**src/rtl/core/i2a_pkg.sv**
```systemverilog
package i2a_pkg;

  // conversion kinds
  localparam logic [2:0] KIND_SDEC  = 3'd0;
  localparam logic [2:0] KIND_UDEC  = 3'd1;
  localparam logic [2:0] KIND_HEXL  = 3'd2;
  localparam logic [2:0] KIND_HEXU  = 3'd3;
  localparam logic [2:0] KIND_PTR   = 3'd4;

  // digit register geometry: twenty nibbles cover 64-bit decimal and hex
  localparam int MaxDigits = 20;
  localparam int DigitW    = 4;
  localparam int BcdW      = MaxDigits * DigitW;

  // ascii codes and offsets
  localparam logic [7:0] AsciiZero   = 8'd48;
  localparam logic [7:0] AsciiMinus  = 8'd45;
  localparam logic [7:0] AsciiX      = 8'd120;
  localparam logic [7:0] LowerOffset = 8'd39;
  localparam logic [7:0] UpperOffset = 8'd7;

  typedef struct packed {
    logic [63:0] value;
    logic [2:0]  kind;
  } in_t;

  typedef struct packed {
    logic [7:0] character;
    logic       last;
    logic [4:0] length;
  } out_t;

  typedef enum logic [1:0] {
    ST_IDLE,
    ST_CONV,
    ST_SCAN,
    ST_EMIT
  } state_t;

  // operations of the shared digit unit
  typedef enum logic [2:0] {
    OP_HOLD,
    OP_LOAD_DEC,
    OP_LOAD_HEX,
    OP_DABBLE,
    OP_SHIFT_DIGIT
  } op_t;

endpackage

```
**src/rtl/core/integer_to_ascii_formatter_core.sv**
```systemverilog
// Integer to ASCII formatter.
// Input channel (in_valid / in_stall / in_data) takes a value and a kind:
// signed decimal of the low 32 bits, unsigned decimal, lower or upper hex,
// or pointer hex with a 0x prefix. Kinds 5 to 7 are taken and dropped.
// Output channel (out_valid / out_stall / out_data) gives one ASCII
// character per transfer, most significant digit first, with the total
// length on every transfer and last on the final one.
// One item at a time: in_stall is high from the cycle after an item is
// taken until its last character sits in the output register.
// An item passes a load step, VALUE_WIDTH double-dabble steps in the
// shared digit unit (decimal kinds only), and a zero scan that drops up to
// 19 leading zero digits and then fixes the length; it then gives one
// character per cycle while the receiver does not stall.
// A stalled receiver holds the current character and holds the sequencer in
// its emit phase for as long as the stall lasts.
// Reset clears the sequencer and output valid; nothing else needs it.
module integer_to_ascii_formatter_core
  import i2a_pkg::*;
#(
  parameter int VALUE_WIDTH = 64
) (
  input  logic clk,
  input  logic rst,
  input  logic in_valid,
  output logic in_stall,
  input  in_t  in_data,
  output logic out_valid,
  input  logic out_stall,
  output out_t out_data
);

  localparam int CntW = $clog2(VALUE_WIDTH + 1);

  state_t                 state, state_next;
  logic [CntW-1:0]        cnt, cnt_next;
  logic [4:0]             nd, nd_next;
  logic [1:0]             pre_left, pre_left_next;
  logic                   ptr_kind, ptr_kind_next;
  logic                   upper, upper_next;
  logic [4:0]             len, len_next;
  logic                   out_valid_next;
  out_t                   out_data_next;
  op_t                    op;
  logic [VALUE_WIDTH-1:0] load_bin;
  logic [DigitW-1:0]      top_digit;
  logic [31:0]            low;
  logic [31:0]            mag;
  logic [7:0]             digit_char;

  i2a_digit_unit #(
    .VALUE_WIDTH(VALUE_WIDTH)
  ) u_digit (
    .clk      (clk),
    .op       (op),
    .load_bin (load_bin),
    .top_digit(top_digit)
  );

  // operand for the digit unit: magnitude for signed decimal, else raw value
  assign low = in_data.value[31:0];
  assign mag = low[31] ? (~low + 32'd1) : low;
  assign load_bin = (in_data.kind == KIND_SDEC) ? VALUE_WIDTH'(mag)
                                                : in_data.value[VALUE_WIDTH-1:0];

  // ascii of the current top digit
  always_comb begin
    digit_char = AsciiZero + {4'd0, top_digit};
    if (top_digit >= 4'd10) begin
      digit_char = digit_char + (upper ? UpperOffset : LowerOffset);
    end
  end

  assign in_stall = (state != ST_IDLE);

  // sequencer
  always_comb begin
    state_next     = state;
    cnt_next       = cnt;
    nd_next        = nd;
    pre_left_next  = pre_left;
    ptr_kind_next  = ptr_kind;
    upper_next     = upper;
    len_next       = len;
    out_valid_next = out_valid && out_stall;
    out_data_next  = out_data;
    op             = OP_HOLD;
    case (state)
      ST_IDLE: begin
        if (in_valid && in_data.kind <= KIND_PTR) begin
          upper_next    = (in_data.kind == KIND_HEXU);
          ptr_kind_next = (in_data.kind == KIND_PTR);
          nd_next       = 5'(MaxDigits);
          if (in_data.kind == KIND_PTR) begin
            pre_left_next = 2'd2;
          end else if (in_data.kind == KIND_SDEC && low[31]) begin
            pre_left_next = 2'd1;
          end else begin
            pre_left_next = 2'd0;
          end
          if (in_data.kind inside {KIND_SDEC, KIND_UDEC}) begin
            op         = OP_LOAD_DEC;
            cnt_next   = CntW'(VALUE_WIDTH);
            state_next = ST_CONV;
          end else begin
            op         = OP_LOAD_HEX;
            state_next = ST_SCAN;
          end
        end
      end
      ST_CONV: begin
        op       = OP_DABBLE;
        cnt_next = cnt - CntW'(1);
        if (cnt == CntW'(1)) begin
          state_next = ST_SCAN;
        end
      end
      ST_SCAN: begin
        // drop leading zero digits, keeping at least one
        if (top_digit == 4'd0 && nd > 5'd1) begin
          op      = OP_SHIFT_DIGIT;
          nd_next = nd - 5'd1;
        end else begin
          len_next   = nd + {3'd0, pre_left};
          state_next = ST_EMIT;
        end
      end
      ST_EMIT: begin
        if (!out_valid || !out_stall) begin
          out_valid_next       = 1'b1;
          out_data_next.length = len;
          out_data_next.last   = (pre_left == 2'd0) && (nd == 5'd1);
          if (pre_left == 2'd2) begin
            out_data_next.character = AsciiZero;
            pre_left_next           = 2'd1;
          end else if (pre_left == 2'd1) begin
            out_data_next.character = ptr_kind ? AsciiX : AsciiMinus;
            pre_left_next           = 2'd0;
          end else begin
            out_data_next.character = digit_char;
            op                      = OP_SHIFT_DIGIT;
            nd_next                 = nd - 5'd1;
            if (nd == 5'd1) begin
              state_next = ST_IDLE;
            end
          end
        end
      end
      default: begin
        state_next = ST_IDLE;
      end
    endcase
  end

  // control registers
  always_ff @(posedge clk) begin
    if (rst) begin
      state     <= ST_IDLE;
      out_valid <= 1'b0;
    end else begin
      state     <= state_next;
      out_valid <= out_valid_next;
    end
  end

  // payload and working registers
  always_ff @(posedge clk) begin
    cnt      <= cnt_next;
    nd       <= nd_next;
    pre_left <= pre_left_next;
    ptr_kind <= ptr_kind_next;
    upper    <= upper_next;
    len      <= len_next;
    out_data <= out_data_next;
  end

  // a shown character always carries a legal total length
  a_len_range: assert property (@(posedge clk) disable iff (rst)
    out_valid |-> (out_data.length != 5'd0 && out_data.length <= 5'd20))
    else $error("output length out of range");

  // a character that is not the last one means the sequencer is still emitting
  a_not_last_emit: assert property (@(posedge clk) disable iff (rst)
    (out_valid && !out_data.last) |-> (state == ST_EMIT))
    else $error("non-last character with sequencer not emitting");

  // a legal item starts conversion or the zero scan
  a_start: assert property (@(posedge clk) disable iff (rst)
    (in_valid && !in_stall && in_data.kind <= KIND_PTR)
      |=> (state == ST_CONV || state == ST_SCAN))
    else $error("accepted item did not start");

  // while emitting there is always at least one digit left
  a_digits_left: assert property (@(posedge clk) disable iff (rst)
    (state == ST_EMIT) |-> (nd != 5'd0))
    else $error("digit count ran out while emitting");

endmodule

```
**src/rtl/core/i2a_digit_unit.sv**
```systemverilog
module i2a_digit_unit
  import i2a_pkg::*;
#(
  parameter int VALUE_WIDTH = 64
) (
  input  logic                   clk,
  input  op_t                    op,
  input  logic [VALUE_WIDTH-1:0] load_bin,
  output logic [DigitW-1:0]      top_digit
);

  logic [BcdW-1:0]        bcd;
  logic [VALUE_WIDTH-1:0] bin;
  logic [BcdW-1:0]        adj;

  // add-3 correction on every bcd digit ahead of the shift
  always_comb begin
    for (int i = 0; i < MaxDigits; i++) begin
      if (bcd[i*DigitW +: DigitW] >= 4'd5) begin
        adj[i*DigitW +: DigitW] = bcd[i*DigitW +: DigitW] + 4'd3;
      end else begin
        adj[i*DigitW +: DigitW] = bcd[i*DigitW +: DigitW];
      end
    end
  end

  // shared shift register: load, double dabble step or one-digit shift out
  always_ff @(posedge clk) begin
    case (op)
      OP_LOAD_DEC: begin
        bcd <= '0;
        bin <= load_bin;
      end
      OP_LOAD_HEX: begin
        bcd <= BcdW'(load_bin);
        bin <= load_bin;
      end
      OP_DABBLE: begin
        bcd <= {adj[BcdW-2:0], bin[VALUE_WIDTH-1]};
        bin <= {bin[VALUE_WIDTH-2:0], 1'b0};
      end
      OP_SHIFT_DIGIT: begin
        bcd <= {bcd[BcdW-DigitW-1:0], {DigitW{1'b0}}};
      end
      default: begin
      end
    endcase
  end

  assign top_digit = bcd[BcdW-1 -: DigitW];

endmodule
```
**config.mk**
```make
export PLATFORM = sky130hd
export DESIGN_NAME = integer_to_ascii_formatter_core
export DESIGN_NICKNAME = d
export VERILOG_FILES = /design/src/rtl/core/i2a_pkg.sv /design/src/rtl/core/integer_to_ascii_formatter_core.sv /design/src/rtl/core/i2a_digit_unit.sv
export SDC_FILE = /design/constraint.sdc
export NUM_CORES = 1
export LEC_CHECK = 0
export ABC_AREA = 1
export BUFFER_PORTS_ARGS = -buffer_cell sky130_fd_sc_hd__clkbuf_2
export CAP_MARGIN = 0
export CORE_UTILIZATION = 48
export CTS_CLUSTER_DIAMETER = 30
export DETAILED_ROUTE_END_ITERATION = 8
export PLACE_DENSITY = 0.66
export SLEW_MARGIN = 25
export SYNTH_ARGS = -nofsm -noshare
export SYNTH_HDL_FRONTEND = slang
export SYNTH_SLANG_ARGS = --single-unit
```
**constraint.sdc**
```tcl
create_clock -name clk -period 7.7 [get_ports clk]
set_input_delay 0.77 -clock clk [delete_from_list [all_inputs] [get_ports clk]]
set_output_delay 0.77 -clock clk [all_outputs]
set_load 0.1 [all_outputs]
```
==> out/qor.yml <==
outcome: "complete, no violations"
dp_hpwl_um: 17900
drt_pass1_iterations: 6
r2r_cells: 10
syn_avg_cell_area_sq_um: 8.07
synth_edf_count: 178
drt-total-wl_um: 25800
final_nets: 1629
netlist_instances: 1435
place_area_sq_um: 12200
clock_latency_ns: 0.44
crit_arrival_ns: 3.90
fmax_mhz: 263
cts_buffers: 17
synthTopCellsByArea: "edfxtp_1, nand2_1, nand3_1"
slew_headroom_pct: 43.5
tns_ns: 0
finalCritPeriodShare_pct: 49.4
start_util_pct: 49.2
ios: 87
syn_to_final_growth_pct: 10.5
diodes: 0
drv_slew: 0
setup-violations-final: 0
grt_overflow: 0
async_reset_ff_share_pct: 0
cp-startpoint: "state[0]$_SDFFE_PP0P_"
fin_area_sq_um: 12800
timing.rr.start: "state[0]$_SDFFE_PP0P_"
rsz0062_at_grt: "false"
netlist_area_sq_um: 11600
h-tree-depth: 4
clk_path_buf_depth: 2
fin_crit_ns: 3.80
p_per_area_nw_per_um2: 364
leakage_nw: 5.72
grt_start_max_net_pins: 81
most-common-layout-cells: "nand2_1, nand3_1, edfxtp_1"
yosys.area.top_type: "edfxtp_1"
startpoint_type: "flop"
synth_top_area_share_pct: 46.2
die_w_um: 157
final_common_cell: "nand2_1"
drc: 0
grt_pass1_wl_um: 43300
synth_nets: 1564
ys_warn_count: 0
ys.flop_type: "edfxtp_1"
antenna_found_initial: 0
dr_total_vias: 9551
root_buffer: "clkbuf_16"
fin_total_pwr_mw: 4.65
critPathCaptureType: "flop"
core_area_sq_um: 23500
die-area_sq_um: 24700
fill_cells: 2278
reg2reg_setup_slack_ns: 3.90
cp.required_ns: 7.79
worst_slew_pin_slew_ns: 0.847
critPathKind: "flop to flop"
ir_worst_vdd_v: 0.000174
hold_path_class: "flop to flop"
yosysUniqueCellTypes: 40
ant_nets: 0
fp.dieH_um: 157
fin_hold_ws_ns: 0.421
cts_tree: "done"
grt_pass1_vias: 8987
wl_per_cell_um: 14.1
cap_violations: 0
viasPerCell: 5.21
gp_congestion: 0.890
skew_ns: 0.0119
drive_gt1_share_pct: 10.0
final_hold_viol_count: 0
clock_sinks: 181
core.rowCount: 56
cts_hold_buf: 0
grtUsageTotal_pct: 22.1
post_cts_buffers: 0
reg2reg_to: "u_digit.bcd[5]$_DFFE_PP_"
numPortBuffers: 85
cts_resized: 0
drt_iter0_drc: 719
cp_max_fo: 80
critPathCapture: "u_digit.bcd[5]$_DFFE_PP_"
ys_seq_elements: 181
clkTransAtPathRegs_ns: 0.07
synth-seq-area-share_pct: 46.7
power breakdown:
part,switching [mW],total (mW),internal [mW]
combinational,1.26,1.85,0.587
sequential,0.274,1.95,1.68
clock,0.423,0.852,0.429
cell families after synthesis:
family,after synthesis,share of synthesized area [%]
AOI/OAI and AO/OA,154,7.12
xor gates and xnor gates,46,3.48
adders and majority gates,58,6.33
buffers and inverters,221,8.06
DFF,181,46.7
muxes,1,0.0865
other,1,0.0324
and+or+nand+nor,773,28.2
worst max-delay path, stage by stage, from the launching register on:
cell	delay, ns
dfxtp_1	0.40
ha_1	0.29
inv_2	0.10
a21oi_2	0.52
nand2_1	0.25
nand2_4	0.19
nand2_2	0.34
nand2_2	0.19
buf_4	0.66
nand3_4	0.11
buf_6	0.35
layout make-up:
class	count	area [sq um]	share of cell area, %
Sequential cell	181	5410	42.3
Tap cell	319	399	3.12
Clock inverter	15	138	1.08
Timing Repair Buffer	93	489	3.83
Clock buffer	17	425	3.33
Multi-Input combinational cell	1033	5280	41.3
Inverter	174	654	5.12
worst min path at each step:
stage                            endpoint        startpoint  depth (start not counted)
CTS                 out_data[4]$_DFFE_PP_  len[4]$_DFFE_PP_                          0
global placement    out_data[0]$_DFFE_PP_  len[0]$_DFFE_PP_                          0
floorplan           out_data[0]$_DFFE_PP_  len[0]$_DFFE_PP_                          0
global route        out_data[0]$_DFFE_PP_  len[0]$_DFFE_PP_                          0
detailed placement  out_data[4]$_DFFE_PP_  len[4]$_DFFE_PP_                          0
finish              out_data[4]$_DFFE_PP_  len[4]$_DFFE_PP_                          0
metrics by stage:
stage / worst slack, ns / std cells / util [%]
after floorplan: 2.72 / 1435 / -
after global placement: 3.60 / 1800 / 51.9
after detailed placement: 3.59 / 1800 / 51.9
after CTS: 3.71 / 1832 / 54.3
after global routing: 3.52 / 1832 / 54.3
final: 3.90 / 1832 / 54.3
state kept, by name, summed over array words and instances (netlist names):
register,count
u_digit.bcd,80
nd,5
state,2
upper,1
len,5
ptr_kind,1
pre_left,2
cnt,7
out_valid,1
out_data,13
u_digit.bin,64
per-layer routing:
layer / wire (um) / share of wire [%] / vias to the layer above / track usage, %
met5: 0 / 0 / - / 0
met3: 1230 / 4.8 / 23 / 3.17
met1: 12400 / 48 / 4397 / 31.0
met2: 11900 / 46 / 250 / 36.1
li1: - / - / 4881 / -
met4: 307 / 1.2 / 0 / 5.13
synthesized netlist by cell type (13+ instances only):
cell type / n
nand4_1: 23
xor2_1: 44
edfxtp_1: 178
nand2_1: 456
nor2_1: 90
a21oi_1: 60
o22ai_1: 17
nand3_1: 181
ha_1: 57
o21ai_0: 64
clkbuf_1: 13
buf_2: 20
inv_1: 168
Power figures use the tool's default switching activity.
